File: src/hw/rtl/eht_pkg.sv
// Shared types and constants of the earliest-hits tracker.
// Depends on nothing; every other file of the block imports it.
package eht_pkg;

	localparam int RANKS_DEF   = 10;
	localparam int TIME_W      = 20;
	localparam int IDX_W       = 16;
	localparam int RANK_W      = 4;
	localparam int CNT_W       = 32;
	localparam int RANKS_CFG_W = 4;
	localparam int CFG_IDX_W   = 1;
	localparam int CFG_DATA_W  = 20;
	localparam int QUEUE_DEPTH = 4;

	// command codes
	localparam logic CMD_HIT = 1'b0;
	localparam logic CMD_EOE = 1'b1;

	// register indexes
	localparam logic [CFG_IDX_W-1:0] REG_RANKS      = 1'd0;
	localparam logic [CFG_IDX_W-1:0] REG_TIME_LIMIT = 1'd1;

	localparam logic [RANKS_CFG_W-1:0] RANKS_RST      = 4'd10;
	localparam logic [TIME_W-1:0]      TIME_LIMIT_RST = 20'd1000000;

	typedef struct packed {
		logic [RANKS_CFG_W-1:0] ranks_in_use;
		logic [TIME_W-1:0]      time_limit;
	} eht_cfg_t;

	// work for the rank row: insert a detected hit, or report and clear
	typedef struct packed {
		logic              flush;
		logic [TIME_W-1:0] hit_time;
		logic [IDX_W-1:0]  hit_index;
		logic              is_cherenkov;
	} eht_op_t;

	typedef struct packed {
		logic [RANK_W-1:0] rank;
		logic              rank_filled;
		logic [IDX_W-1:0]  rank_hit_index;
		logic [TIME_W-1:0] rank_time;
		logic              rank_is_cherenkov;
		logic [CNT_W-1:0]  cherenkov_total;
		logic [CNT_W-1:0]  events_seen;
		logic              last;
	} eht_result_t;

endpackage

File: src/hw/rtl/eht_ifs.sv
// Valid/ready channel interfaces for hit words and rank result words.
// Depends on eht_pkg.
interface eht_hit_if import eht_pkg::*; ();
	logic              valid;
	logic              ready;
	logic              cmd;
	logic [TIME_W-1:0] hit_time;
	logic              is_detected;
	logic              is_cherenkov;
	logic [IDX_W-1:0]  hit_index;

	modport source (output valid, cmd, hit_time, is_detected, is_cherenkov, hit_index,
		input ready);
	modport sink (input valid, cmd, hit_time, is_detected, is_cherenkov, hit_index,
		output ready);
endinterface

interface eht_rank_if import eht_pkg::*; ();
	logic              valid;
	logic              ready;
	logic [RANK_W-1:0] rank;
	logic              rank_filled;
	logic [IDX_W-1:0]  rank_hit_index;
	logic [TIME_W-1:0] rank_time;
	logic              rank_is_cherenkov;
	logic [CNT_W-1:0]  cherenkov_total;
	logic [CNT_W-1:0]  events_seen;
	logic              last;

	modport source (output valid, rank, rank_filled, rank_hit_index, rank_time,
		rank_is_cherenkov, cherenkov_total, events_seen, last, input ready);
	modport sink (input valid, rank, rank_filled, rank_hit_index, rank_time,
		rank_is_cherenkov, cherenkov_total, events_seen, last, output ready);
endinterface

File: src/hw/rtl/earliest_hits_top_n_tracker_core.sv
// Earliest-hits tracker: hit words in, N rank words out per end of event.
// A hit passes the input-stage register and the op queue before the rank row takes
// it; rank words leave through the output register, one per cycle unless stalled.
// Throughput: one hit per cycle while the queue has room; an end of event holds
// the rank row while the report sequencer shifts out its N ranks (N = ranks in use).
// Reset: ranks, counters and queue clear at once; registers return to 10 / 1000000.
module earliest_hits_top_n_tracker_core import eht_pkg::*; #(
	parameter int RANKS = RANKS_DEF
) (
	input  logic                  clk,
	input  logic                  arst_n,
	eht_hit_if.sink               hits,
	eht_rank_if.source            results,
	input  logic                  cfg_wr_en,
	input  logic [CFG_IDX_W-1:0]  cfg_index,
	input  logic [CFG_DATA_W-1:0] cfg_data
);

	eht_cfg_t cfg_q;
	logic     push_valid;
	logic     push_ready;
	eht_op_t  push_op;
	logic     pop_valid;
	logic     pop;
	eht_op_t  pop_op;

	always_ff @(posedge clk or negedge arst_n) begin
		if (!arst_n) begin
			cfg_q.ranks_in_use <= RANKS_RST;
			cfg_q.time_limit   <= TIME_LIMIT_RST;
		end else if (cfg_wr_en) begin
			case (cfg_index)
				REG_RANKS:      cfg_q.ranks_in_use <= cfg_data[RANKS_CFG_W-1:0];
				REG_TIME_LIMIT: cfg_q.time_limit   <= cfg_data[TIME_W-1:0];
				default: ;
			endcase
		end
	end

	eht_front u_front (
		.clk        (clk),
		.arst_n     (arst_n),
		.hits       (hits),
		.push_valid (push_valid),
		.push_op    (push_op),
		.push_ready (push_ready)
	);

	eht_op_queue #(.DEPTH(QUEUE_DEPTH)) u_queue (
		.clk        (clk),
		.arst_n     (arst_n),
		.push_valid (push_valid),
		.push_ready (push_ready),
		.push_op    (push_op),
		.pop_valid  (pop_valid),
		.pop        (pop),
		.pop_op     (pop_op)
	);

	eht_rank_row #(.RANKS(RANKS)) u_rank_row (
		.clk      (clk),
		.arst_n   (arst_n),
		.cfg      (cfg_q),
		.op_valid (pop_valid),
		.op       (pop_op),
		.op_pop   (pop),
		.results  (results)
	);

endmodule

File: src/hw/rtl/eht_front.sv
// Input stage: accepts hit words, drops undetected hits, turns the rest into ops.
// Depends on eht_pkg and eht_hit_if.
module eht_front import eht_pkg::*; (
	input  logic      clk,
	input  logic      arst_n,
	eht_hit_if.sink   hits,
	output logic      push_valid,
	output eht_op_t   push_op,
	input  logic      push_ready
);

	logic    vld_s1;
	eht_op_t op_s1;
	logic    accept;
	logic    keep;

	assign hits.ready = !vld_s1 || push_ready;
	assign accept     = hits.valid && hits.ready;
	assign keep       = (hits.cmd == CMD_EOE) || hits.is_detected;

	always_ff @(posedge clk or negedge arst_n) begin
		if (!arst_n) begin
			vld_s1 <= 1'b0;
		end else if (accept) begin
			vld_s1 <= keep;
		end else if (push_ready) begin
			vld_s1 <= 1'b0;
		end
	end

	always_ff @(posedge clk) begin
		if (accept) begin
			op_s1.flush        <= (hits.cmd == CMD_EOE);
			op_s1.hit_time     <= hits.hit_time;
			op_s1.hit_index    <= hits.hit_index;
			op_s1.is_cherenkov <= hits.is_cherenkov;
		end
	end

	assign push_valid = vld_s1;
	assign push_op    = op_s1;

endmodule

File: src/hw/rtl/eht_op_queue.sv
// Short FIFO of ops between the input stage and the rank row.
// Depends on eht_pkg.
module eht_op_queue import eht_pkg::*; #(
	parameter int DEPTH = QUEUE_DEPTH
) (
	input  logic    clk,
	input  logic    arst_n,
	input  logic    push_valid,
	output logic    push_ready,
	input  eht_op_t push_op,
	output logic    pop_valid,
	input  logic    pop,
	output eht_op_t pop_op
);

	localparam int PW = (DEPTH > 1) ? $clog2(DEPTH) : 1;
	localparam int CW = $clog2(DEPTH + 1);

	eht_op_t         mem_q [DEPTH];
	logic [PW-1:0]   wr_ptr_q;
	logic [PW-1:0]   rd_ptr_q;
	logic [CW-1:0]   count_q;
	logic            do_push;
	logic            do_pop;

	assign push_ready = (count_q != CW'(DEPTH));
	assign pop_valid  = (count_q != '0);
	assign do_push    = push_valid && push_ready;
	assign do_pop     = pop && pop_valid;
	assign pop_op     = mem_q[rd_ptr_q];

	always_ff @(posedge clk) begin
		if (do_push) begin
			mem_q[wr_ptr_q] <= push_op;
		end
	end

	always_ff @(posedge clk or negedge arst_n) begin
		if (!arst_n) begin
			wr_ptr_q <= '0;
			rd_ptr_q <= '0;
			count_q  <= '0;
		end else begin
			if (do_push) begin
				wr_ptr_q <= (wr_ptr_q == PW'(DEPTH - 1)) ? '0 : wr_ptr_q + 1'b1;
			end
			if (do_pop) begin
				rd_ptr_q <= (rd_ptr_q == PW'(DEPTH - 1)) ? '0 : rd_ptr_q + 1'b1;
			end
			if (do_push && !do_pop) begin
				count_q <= count_q + 1'b1;
			end else if (do_pop && !do_push) begin
				count_q <= count_q - 1'b1;
			end
		end
	end

endmodule

File: src/hw/rtl/eht_rank_row.sv
// Rank row: compare-and-shift insertion, end-of-event report sequencer and
// output register. Depends on eht_pkg and eht_rank_if.
module eht_rank_row import eht_pkg::*; #(
	parameter int RANKS = RANKS_DEF
) (
	input  logic       clk,
	input  logic       arst_n,
	input  eht_cfg_t   cfg,
	input  logic       op_valid,
	input  eht_op_t    op,
	output logic       op_pop,
	eht_rank_if.source results
);

	localparam int IW = (RANKS > 1) ? $clog2(RANKS) : 1;

	logic [TIME_W-1:0] s_time_q [RANKS];
	logic [IDX_W-1:0]  s_idx_q  [RANKS];
	logic              s_ch_q   [RANKS];
	logic              s_vld_q  [RANKS];
	logic [CNT_W-1:0]  cnt_q    [RANKS];
	logic [CNT_W-1:0]  ev_q;
	logic              busy_q;
	logic [IW-1:0]     k_q;
	logic [IW-1:0]     last_q;
	logic              out_vld_q;
	eht_result_t       out_q;

	logic [IW-1:0]     last_idx;
	wire  [RANKS-1:0]  beats;
	logic [RANKS-1:0]  first;
	logic [RANKS-1:0]  pre;
	logic              do_insert;
	logic              do_start;
	logic              emit;
	logic              end_emit;
	logic [CNT_W-1:0]  cnt_upd;

	// last rank in use: zero acts as one, above RANKS acts as RANKS
	always_comb begin
		if (cfg.ranks_in_use == '0) begin
			last_idx = '0;
		end else if (int'(cfg.ranks_in_use) > RANKS) begin
			last_idx = IW'(RANKS - 1);
		end else begin
			last_idx = IW'(cfg.ranks_in_use - 4'd1);
		end
	end

	assign op_pop    = op_valid && !busy_q;
	assign do_insert = op_pop && !op.flush;
	assign do_start  = op_pop && op.flush;
	assign emit      = busy_q && (!out_vld_q || results.ready);
	assign end_emit  = emit && (k_q == last_q);

	// lowest beaten rank, and every rank at or above it
	assign first = beats & (~beats + RANKS'(1));
	assign pre   = ~(first - RANKS'(1));

	// rank 0 always holds the rank being reported
	assign cnt_upd = (s_vld_q[0] && s_ch_q[0] && cnt_q[0] != '1) ? cnt_q[0] + 1'b1
		: cnt_q[0];

	for (genvar h = 0; h < RANKS; h++) begin : g_rank
		localparam logic [IW-1:0] H = IW'(h);
		logic              act;
		logic              shift_dn;
		logic [TIME_W-1:0] nx_time;
		logic [IDX_W-1:0]  nx_idx;
		logic              nx_ch;
		logic              nx_vld;
		logic [CNT_W-1:0]  nx_cnt;
		logic [TIME_W-1:0] pv_time;
		logic [IDX_W-1:0]  pv_idx;
		logic              pv_ch;
		logic              pv_vld;
		logic              pv_pre;

		assign act = (H <= last_idx);
		assign beats[h] = act && (s_vld_q[h] ? (op.hit_time < s_time_q[h])
			: (op.hit_time < cfg.time_limit));

		if (h < RANKS - 1) begin : g_nx
			assign nx_time = s_time_q[h+1];
			assign nx_idx  = s_idx_q[h+1];
			assign nx_ch   = s_ch_q[h+1];
			assign nx_vld  = s_vld_q[h+1];
			assign nx_cnt  = cnt_q[h+1];
		end else begin : g_nx_end
			assign nx_time = '0;
			assign nx_idx  = '0;
			assign nx_ch   = 1'b0;
			assign nx_vld  = 1'b0;
			assign nx_cnt  = '0;
		end

		if (h > 0) begin : g_pv
			assign pv_time = s_time_q[h-1];
			assign pv_idx  = s_idx_q[h-1];
			assign pv_ch   = s_ch_q[h-1];
			assign pv_vld  = s_vld_q[h-1];
			assign pv_pre  = pre[h-1];
		end else begin : g_pv_top
			assign pv_time = '0;
			assign pv_idx  = '0;
			assign pv_ch   = 1'b0;
			assign pv_vld  = 1'b0;
			assign pv_pre  = 1'b0;
		end

		assign shift_dn = pv_pre && act;

		// report shifts the row toward rank 0; insert shifts it away
		always_ff @(posedge clk) begin
			if (emit) begin
				s_time_q[h] <= nx_time;
				s_idx_q[h]  <= nx_idx;
				s_ch_q[h]   <= nx_ch;
			end else if (do_insert) begin
				if (first[h]) begin
					s_time_q[h] <= op.hit_time;
					s_idx_q[h]  <= op.hit_index;
					s_ch_q[h]   <= op.is_cherenkov;
				end else if (shift_dn) begin
					s_time_q[h] <= pv_time;
					s_idx_q[h]  <= pv_idx;
					s_ch_q[h]   <= pv_ch;
				end
			end
		end

		always_ff @(posedge clk or negedge arst_n) begin
			if (!arst_n) begin
				s_vld_q[h] <= 1'b0;
			end else if (emit) begin
				s_vld_q[h] <= end_emit ? 1'b0 : nx_vld;
			end else if (do_insert) begin
				if (first[h]) begin
					s_vld_q[h] <= 1'b1;
				end else if (shift_dn) begin
					s_vld_q[h] <= pv_vld;
				end
			end
		end

		// rotate the counts in use so rank k sits at 0 when it is reported
		always_ff @(posedge clk or negedge arst_n) begin
			if (!arst_n) begin
				cnt_q[h] <= '0;
			end else if (emit && H <= last_q) begin
				cnt_q[h] <= (H == last_q) ? cnt_upd : nx_cnt;
			end
		end
	end

	always_ff @(posedge clk or negedge arst_n) begin
		if (!arst_n) begin
			busy_q    <= 1'b0;
			k_q       <= '0;
			last_q    <= '0;
			ev_q      <= '0;
			out_vld_q <= 1'b0;
		end else begin
			if (do_start) begin
				busy_q <= 1'b1;
				k_q    <= '0;
				last_q <= last_idx;
				if (ev_q != '1) begin
					ev_q <= ev_q + 1'b1;
				end
			end else if (emit) begin
				if (end_emit) begin
					busy_q <= 1'b0;
				end else begin
					k_q <= k_q + 1'b1;
				end
			end
			if (emit) begin
				out_vld_q <= 1'b1;
			end else if (results.ready) begin
				out_vld_q <= 1'b0;
			end
		end
	end

	always_ff @(posedge clk) begin
		if (emit) begin
			out_q.rank              <= RANK_W'(k_q);
			out_q.rank_filled       <= s_vld_q[0];
			out_q.rank_hit_index    <= s_vld_q[0] ? s_idx_q[0] : '0;
			out_q.rank_time         <= s_vld_q[0] ? s_time_q[0] : '0;
			out_q.rank_is_cherenkov <= s_vld_q[0] && s_ch_q[0];
			out_q.cherenkov_total   <= cnt_upd;
			out_q.events_seen       <= ev_q;
			out_q.last              <= (k_q == last_q);
		end
	end

	assign results.valid             = out_vld_q;
	assign results.rank              = out_q.rank;
	assign results.rank_filled       = out_q.rank_filled;
	assign results.rank_hit_index    = out_q.rank_hit_index;
	assign results.rank_time         = out_q.rank_time;
	assign results.rank_is_cherenkov = out_q.rank_is_cherenkov;
	assign results.cherenkov_total   = out_q.cherenkov_total;
	assign results.events_seen       = out_q.events_seen;
	assign results.last              = out_q.last;

endmodule

File: src/flat_wrapper.sv
// flat-port wrapper written by rule: the top's interface ports become plain ports
module earliest_hits_top_n_tracker_core_flat import eht_pkg::*;
#(
	parameter int RANKS = RANKS_DEF
)
  (clk, arst_n, cfg_wr_en, cfg_index, cfg_data, hits_valid, hits_cmd, hits_hit_time, hits_is_detected, hits_is_cherenkov, hits_hit_index, hits_ready, results_valid, results_rank, results_rank_filled, results_rank_hit_index, results_rank_time, results_rank_is_cherenkov, results_cherenkov_total, results_events_seen, results_last, results_ready);
  eht_hit_if hits_i ();
  eht_rank_if results_i ();
  input  logic clk;
  input  logic arst_n;
  input  logic cfg_wr_en;
  input  logic [CFG_IDX_W-1:0] cfg_index;
  input  logic [CFG_DATA_W-1:0] cfg_data;
  input wire logic [$bits(hits_i.valid)-1:0] hits_valid;
  input wire logic [$bits(hits_i.cmd)-1:0] hits_cmd;
  input wire logic [$bits(hits_i.hit_time)-1:0] hits_hit_time;
  input wire logic [$bits(hits_i.is_detected)-1:0] hits_is_detected;
  input wire logic [$bits(hits_i.is_cherenkov)-1:0] hits_is_cherenkov;
  input wire logic [$bits(hits_i.hit_index)-1:0] hits_hit_index;
  output wire logic [$bits(hits_i.ready)-1:0] hits_ready;
  output wire logic [$bits(results_i.valid)-1:0] results_valid;
  output wire logic [$bits(results_i.rank)-1:0] results_rank;
  output wire logic [$bits(results_i.rank_filled)-1:0] results_rank_filled;
  output wire logic [$bits(results_i.rank_hit_index)-1:0] results_rank_hit_index;
  output wire logic [$bits(results_i.rank_time)-1:0] results_rank_time;
  output wire logic [$bits(results_i.rank_is_cherenkov)-1:0] results_rank_is_cherenkov;
  output wire logic [$bits(results_i.cherenkov_total)-1:0] results_cherenkov_total;
  output wire logic [$bits(results_i.events_seen)-1:0] results_events_seen;
  output wire logic [$bits(results_i.last)-1:0] results_last;
  input wire logic [$bits(results_i.ready)-1:0] results_ready;
  assign hits_i.valid = hits_valid;
  assign hits_i.cmd = hits_cmd;
  assign hits_i.hit_time = hits_hit_time;
  assign hits_i.is_detected = hits_is_detected;
  assign hits_i.is_cherenkov = hits_is_cherenkov;
  assign hits_i.hit_index = hits_hit_index;
  assign hits_ready = hits_i.ready;
  assign results_valid = results_i.valid;
  assign results_rank = results_i.rank;
  assign results_rank_filled = results_i.rank_filled;
  assign results_rank_hit_index = results_i.rank_hit_index;
  assign results_rank_time = results_i.rank_time;
  assign results_rank_is_cherenkov = results_i.rank_is_cherenkov;
  assign results_cherenkov_total = results_i.cherenkov_total;
  assign results_events_seen = results_i.events_seen;
  assign results_last = results_i.last;
  assign results_i.ready = results_ready;
  earliest_hits_top_n_tracker_core #(.RANKS(RANKS)) u_core (.clk(clk), .arst_n(arst_n), .hits(hits_i), .results(results_i), .cfg_wr_en(cfg_wr_en), .cfg_index(cfg_index), .cfg_data(cfg_data));
endmodule
File: config.mk
export PLATFORM = sky130hd
export DESIGN_NAME = earliest_hits_top_n_tracker_core_flat
export DESIGN_NICKNAME = d
export VERILOG_FILES = /design/src/hw/rtl/eht_pkg.sv /design/src/hw/rtl/eht_ifs.sv /design/src/hw/rtl/earliest_hits_top_n_tracker_core.sv /design/src/hw/rtl/eht_front.sv /design/src/hw/rtl/eht_op_queue.sv /design/src/hw/rtl/eht_rank_row.sv /design/src/flat_wrapper.sv
export SDC_FILE = /design/constraint.sdc
export NUM_CORES = 2
export LEC_CHECK = 0
export BUFFER_PORTS_ARGS = -buffer_cell sky130_fd_sc_hd__buf_2
export CAP_MARGIN = 10
export CORE_ASPECT_RATIO = 1.2
export CORE_MARGIN = 8
export CORE_UTILIZATION = 45
export DETAILED_ROUTE_END_ITERATION = 7
export PLACE_DENSITY = 0.66
export SKIP_CTS_REPAIR_TIMING = 1
export SYNTH_ARGS = -nofsm -noshare
export SYNTH_HDL_FRONTEND = slang
export SYNTH_HIERARCHICAL = 1
export SYNTH_SLANG_ARGS = --single-unit
export TNS_END_PERCENT = 30
File: constraint.sdc
create_clock -name clk -period 12.15 [get_ports clk]
set_input_delay 1.215 -clock clk [delete_from_list [all_inputs] [get_ports clk]]
set_output_delay 1.215 -clock clk [all_outputs]
set_load 0.005 [all_outputs]
* Word-level counts from Yosys, hierarchy flattened
Memories as Yosys holds them, arrays and structs flattened.
Cells that the tools add are included.
** Storage, ports and cells
- Register bits after elaboration :: 549
- Memory bits (writable) :: 522
- Bits of input ports :: 65
- Output and inout port bits :: 109
- Logic and storage cells :: 481
- Memories kept :: 4
** Cells by class
- Add/subtract/negate cells :: 10
- Order comparisons :: 32
- Equal/unequal tests :: 16
- Mux-type cells :: 231
- Bitwise logic cells :: 61
- Reductions and logical operators :: 84
** Memories
- u_core.u_rank_row.s_time_q :: words 10, bits a word 20, rd ports 10, clocked after Yosys merged registers in 0, write ports 10, RTL line eht_rank_row.sv:17 : logic [TIME_W-1:0] s_time_q [RANKS];
- u_core.u_rank_row.s_idx_q :: words 10, bits a word 16, rd ports 10, clocked after Yosys merged registers in 0, write ports 10, RTL line eht_rank_row.sv:18 : logic [IDX_W-1:0] s_idx_q [RANKS];
- u_core.u_queue.mem_q :: words 4, bits a word 38, rd ports 1, clocked after Yosys merged registers in 0, write ports 1, RTL line eht_op_queue.sv:19 : eht_op_t mem_q [DEPTH];
- u_core.u_rank_row.s_ch_q :: words 10, bits a word 1, rd ports 10, clocked after Yosys merged registers in 0, write ports 10, RTL line eht_rank_row.sv:19 : logic s_ch_q [RANKS];
** Operator list (count)
- $mux 20 :: 19
- $mux 32 :: 11
- $mux 16 :: 19
- $lt 20x20->1 :: 11
- $mux 1 :: 173
- $add 32x1->32 const B :: 2
- $ne 32x32->1 const B :: 2
- $or 1x1->1 :: 57
- $logic_and 1x1->1 :: 41
- $le 3x4->1 const A :: 8
- $reduce_and 2->1 :: 15
- $reduce_bool 3->1 :: 10
- $mux 4 :: 5
- $eq 3x4->1 const A :: 4
- $le 1x4->1 const A :: 4
- $le 2x4->1 const A :: 4
- $le 4x4->1 const A :: 4
- $reduce_bool 2->1 :: 7
- $add 10x1->10 const B :: 1
- $and 10x10->10 :: 1
- $not 10->10 :: 1
- $not 9->9 :: 1
- $sub 9x1->9 const B :: 1
- $eq 2x4->1 const A :: 2
- 18 further kinds :: 31

* Longest topological paths before layout
- Depth after elaboration :: 17
- Gate-level depth with buffers :: 17
- Mapped depth without buffers :: 11

* By module
Netlist, hierarchy kept.
** By module, submodules not included
- eht_rank_row :: times used 1, cells each 4253, area each 44695.4 sq um, sequential area each 23632.7 sq um
- eht_op_queue :: times used 1, cells each 236, area each 5970.7 sq um, sequential area each 4739.5 sq um
- eht_front :: times used 1, cells each 43, area each 1197.4 sq um, sequential area each 1166.1 sq um
- earliest_hits_top_n_tracker_core :: times used 1, cells each 52, area each 902.1 sq um, sequential area each 611.8 sq um

* Worst setup path before layout
OpenSTA, ideal clock, no wires.
- Path kind :: register -> register
- Start :: reg u_core.u_queue.rd_ptr_q[0]
- End :: reg u_core.u_rank_row.s_vld_q (netlist bit u_core/u_rank_row/g_rank[2].nx_vld)
- Library setup time :: 0.087 ns
- Arrival :: 8.197 ns
- Required time :: 12.063 ns
- Setup slack :: 3.866 ns
- Cell stages (with the launch flop) :: 12
- Path buffers :: 2
- Period minus slack after synthesis :: 8.284 ns
- Cells stage by stage :: dfrtp_1 > buf_6 > buf_12 > mux4_2 > ha_1 > nand4_1 > or4_4 > o311ai_4 > o22ai_2 > a211o_1 > o311ai_0 > mux2_2
** RTL lines
- start: declaration :: RTL line eht_op_queue.sv:21 : logic [PW-1:0] rd_ptr_q;
- start signal: assignment :: RTL line eht_op_queue.sv:48 : rd_ptr_q <= (rd_ptr_q == PW'(DEPTH - 1)) ? '0 : rd_ptr_q + 1'b1;
- end signal: indexed assignment :: RTL line eht_rank_row.sv:136 : s_vld_q[h] <= end_emit ? 1'b0 : nx_vld;
- end signal: indexed assignment :: RTL line eht_rank_row.sv:141 : s_vld_q[h] <= pv_vld;
- end: declaration :: RTL line eht_rank_row.sv:20 : logic s_vld_q [RANKS];

==> impl_metrics.toml <==
[sta]
finalSetupViolations = 0
clock.fmax_mhz = 149
final.period_utilization_pct = 55.2
final.setup.tns_ns = 0
worst_hold_slack_ns = 0.472
relSlewSlack_pct = 14.8
worst_slack_ns = 5.44
grt_setup_unrepaired = "false"
hold_viol = 0
report.final.slew_viol_count = 0
final.min_clock_period_ns = 6.71
worst_clock_skew_ns = 0.0382
max_slew.worst_pin.slew_ns = 1.27

[floorplanning]
initial_core_util_pct = 45.4
die_span_x_um = 329
core_area_um2 = 116000
die_height_um = 391
die_area_um2 = 129000
floorplan.io_pins = 174
rows = 137

[detailed_routing]
postRouteWirelength_um = 134000
route.antenna.remaining_nets = 0
avgViaCountPerCell = 5.73
wire_per_inst_um = 21.4
remaining_drc_errors = 0
routed-via-count = 35957
detailedRoute.firstPassIterationCount = 5
drt-initial-drc-count = 2955

[placement]
port-buffer-count = 173
numPlacedInstances = 6065
dpl_worst_slack_ns = 5.46
post_dp_cell_area_um2 = 55000
detailedPlacementHpwl_um = 91000
gp_weighted_congestion = 0.881

[yosys]
synth.area.top_cells = "sky130_fd_sc_hd__edfxtp_1 (38%), sky130_fd_sc_hd__dfrtp_1 (19%), sky130_fd_sc_hd__mux2i_1 (6.1%)"
synth.net_count = 4871
yosysUniqueCellTypes = 93
synth_top_cell_area_share_pct = 38.0
synth_top_cells_by_count = "sky130_fd_sc_hd__edfxtp_1 (667), sky130_fd_sc_hd__o21ai_0 (450), sky130_fd_sc_hd__nand2_1 (435), sky130_fd_sc_hd__dfrtp_1 (395), sky130_fd_sc_hd__nor2_1 (323)"
yosysWarningCount = 6
post_synth_instance_area_um2 = 52800
synth_seq_area_share_pct = 57.1
synthesis.area_per_instance_um2 = 11.5
yosysMostFrequentCell = "sky130_fd_sc_hd__edfxtp_1"
share_of_synthesized_registers_carrying_an_async_set_or_reset_pct = 37.7
synth_largest_area_cell = "sky130_fd_sc_hd__edfxtp_1"
ys_seq_elements = 1071
postSynth.topFlopCell = "sky130_fd_sc_hd__edfxtp_1"
synthCells = 4584
synth_edf_count = 667

[clocking]
tritoncts = "built"
clock_path_buffers = 3
cts_made_buffers = 108
cts_root_buffer = "sky130_fd_sc_hd__clkbuf_16"
cts.clk_slew.worst_paths_ns = 0.06
cts-htree-levels = 3
clkLatencyLatePin_ns = 0.74
cts.sink_count = 1071

[global_route]
grt-ovfl-total = 0
initial_antenna_violation_count = 14
largest_net_degree_at_the_start_of_global_routing = 156
number_of_global_route_vias_before_repair = 36146
grt_util_all_layers_pct = 20.4
grt_first_pass_wirelength_um = 210000

[min_path]
min_path_cells = 2
hold_path_class = "reg -> reg"
hp-start = "u_core/u_rank_row/g_rank[8].nx_cnt[19]$_DFFE_PN0P_"
worst_min_delay_path_endpoint = "u_core/u_rank_row/g_rank[8].nx_cnt[19]$_DFFE_PN0P_"

[critical_path]
critical_path.reg2reg.endpoint = "u_core/u_rank_row/s_idx_q[9][12]$_DFFE_PP_"
r2r_start = "u_core/u_queue/rd_ptr_q[0]$_DFFE_PN0P_"
worstPathArrival_ns = 6.95
r2r_slack_ns = 5.44
worst-path-max-fanout = 40
timing.reg2reg.worst_path_depth = 11
worst_setup_path_start_kind = "flip-flop"
timing.critical_path.required_ns = 12.39
worstSetupPathType = "reg -> reg"
nature_of_the_critical_path_endpoint = "flip-flop"

[layout]
final_cell_area_excluding_filler_cells_um2 = 58700
area_delta_synth_final_pct = 11.2
design.final.nets = 4933
drive_gt1_share_pct = 13.4
finish.cell_count_without_fillers = 6273
finish.utilization_pct = 50.5

[flow_run]
timing.max_cap.violations = 0

[run_status]
outcome = "completed"

[power_and_ir_drop]
power.ir.vdd_worst_mv = 0.181
power.density_nw_per_um2 = 283
finalPower_mw = 16.6
power.static_leakage_nw = 24.2
[layout by cell type (no fill, tap or decap), types with 38 or more instances in the layout]
master                        n
sky130_fd_sc_hd__buf_4       68
sky130_fd_sc_hd__mux2_1      38
sky130_fd_sc_hd__clkbuf_16  110
sky130_fd_sc_hd__edfxtp_1   667
sky130_fd_sc_hd__and2_1      39
sky130_fd_sc_hd__mux2_2     106
sky130_fd_sc_hd__nor2_1     319
sky130_fd_sc_hd__o21ai_0    448
sky130_fd_sc_hd__mux2i_1    321
sky130_fd_sc_hd__inv_1      259
sky130_fd_sc_hd__a21oi_1    317
sky130_fd_sc_hd__buf_2      172
sky130_fd_sc_hd__nand3_1     46
sky130_fd_sc_hd__nand2_1    431
sky130_fd_sc_hd__nand4_1     47
sky130_fd_sc_hd__xnor2_1     50
sky130_fd_sc_hd__and3_1      55
sky130_fd_sc_hd__dfrtp_1    392
sky130_fd_sc_hd__a22o_1      47
sky130_fd_sc_hd__mux4_2      38
sky130_fd_sc_hd__ha_1       221
[per-layer routing]
metal / share of wire (%) / track usage, % / wire length (um) / vias up
li1: - / - / - / 16765
met1: 43 / 26.8 / 57100 / 17894
met2: 49 / 34.2 / 65000 / 1066
met3: 5.7 / 3.12 / 7600 / 226
met4: 3.1 / 7.35 / 4170 / 6
met5: 0.022 / 0 / 29 / -
[critical path, stage by stage, from the launching register on]
cell                       delay (ns)
sky130_fd_sc_hd__dfrtp_2         0.66
sky130_fd_sc_hd__buf_4           0.53
sky130_fd_sc_hd__mux4_2          0.86
sky130_fd_sc_hd__ha_1            0.42
sky130_fd_sc_hd__nand4_1         0.15
sky130_fd_sc_hd__o221ai_1        0.82
sky130_fd_sc_hd__nor2_1          0.32
sky130_fd_sc_hd__a211oi_2        0.69
sky130_fd_sc_hd__and4_2          0.35
sky130_fd_sc_hd__buf_4           0.54
sky130_fd_sc_hd__a31o_2          0.27
sky130_fd_sc_hd__nand2_2         0.54
[report_power, final]
group | internal (mW) | switching, mW | total (mW)
combinational | 2.35 | 4.18 | 6.53
clock | 2.00 | 1.47 | 3.47
sequential | 5.73 | 0.894 | 6.63
total | 10.1 | 6.55 | 16.6
[logic make-up after synthesis]
logic type	count (synthesis)	synth area share, %
buffers and inverters	552	4.26
XOR/XNOR	71	1.18
flip-flops	1071	57.1
AND/OR/NAND/NOR	1075	9.11
AO/OA/AOI/OAI	1089	12.2
adder cells (fa/ha/maj)	222	5.28
multiplexers	504	10.8
[area by class of cell]
cell class                      instances  area (um2)
Tap cell                             1529        1910
Fill cell                           10241       57500
Timing Repair Buffer                  243        1430
Clock buffer                          131        2850
Clock inverter                         73         822
Multi-Input combinational cell       2961       20500
Antenna cell                            4        10.0
Inverter                              261         987
Sequential cell                      1071       30200
[sequential cells by signal (all words and copies together) (netlist names), 16 cells and up]
signal / flops
u_core/u_rank_row/ev_q: 32
u_core/u_rank_row/results.events_seen: 32
u_core/cfg_q: 24
u_core/u_rank_row/g_rank.nx_cnt: 288
u_core/u_rank_row/results.rank_hit_index: 16
u_core/u_rank_row/results.rank_time: 20
u_core/u_queue/mem_q: 152
u_core/u_front/push_op: 38
u_core/u_rank_row/s_idx_q: 160
u_core/u_rank_row/s_time_q: 200
u_core/u_rank_row/cnt_q: 32
u_core/u_rank_row/results.cherenkov_total: 32
[worst max path at each step]
stage                                                start                                              to  slack [ns]  cells after the start
floorplan           u_core/u_queue/rd_ptr_q[0]$_DFFE_PN0P_  u_core/u_rank_row/g_rank[2].nx_vld$_DFFE_PN0P_        3.87                     11
global placement    u_core/u_queue/rd_ptr_q[0]$_DFFE_PN0P_      u_core/u_rank_row/s_idx_q[9][11]$_DFFE_PP_        5.55                     13
detailed placement  u_core/u_queue/rd_ptr_q[0]$_DFFE_PN0P_      u_core/u_rank_row/s_idx_q[9][12]$_DFFE_PP_        5.46                     13
CTS                 u_core/u_queue/rd_ptr_q[0]$_DFFE_PN0P_      u_core/u_rank_row/s_idx_q[9][12]$_DFFE_PP_        5.43                     11
global route        u_core/u_queue/rd_ptr_q[0]$_DFFE_PN0P_      u_core/u_rank_row/s_idx_q[9][12]$_DFFE_PP_        5.15                     13
finish              u_core/u_queue/rd_ptr_q[0]$_DFFE_PN0P_      u_core/u_rank_row/s_idx_q[9][12]$_DFFE_PP_        5.44                     11
Note: power is estimated with default switching activity, not from simulation.
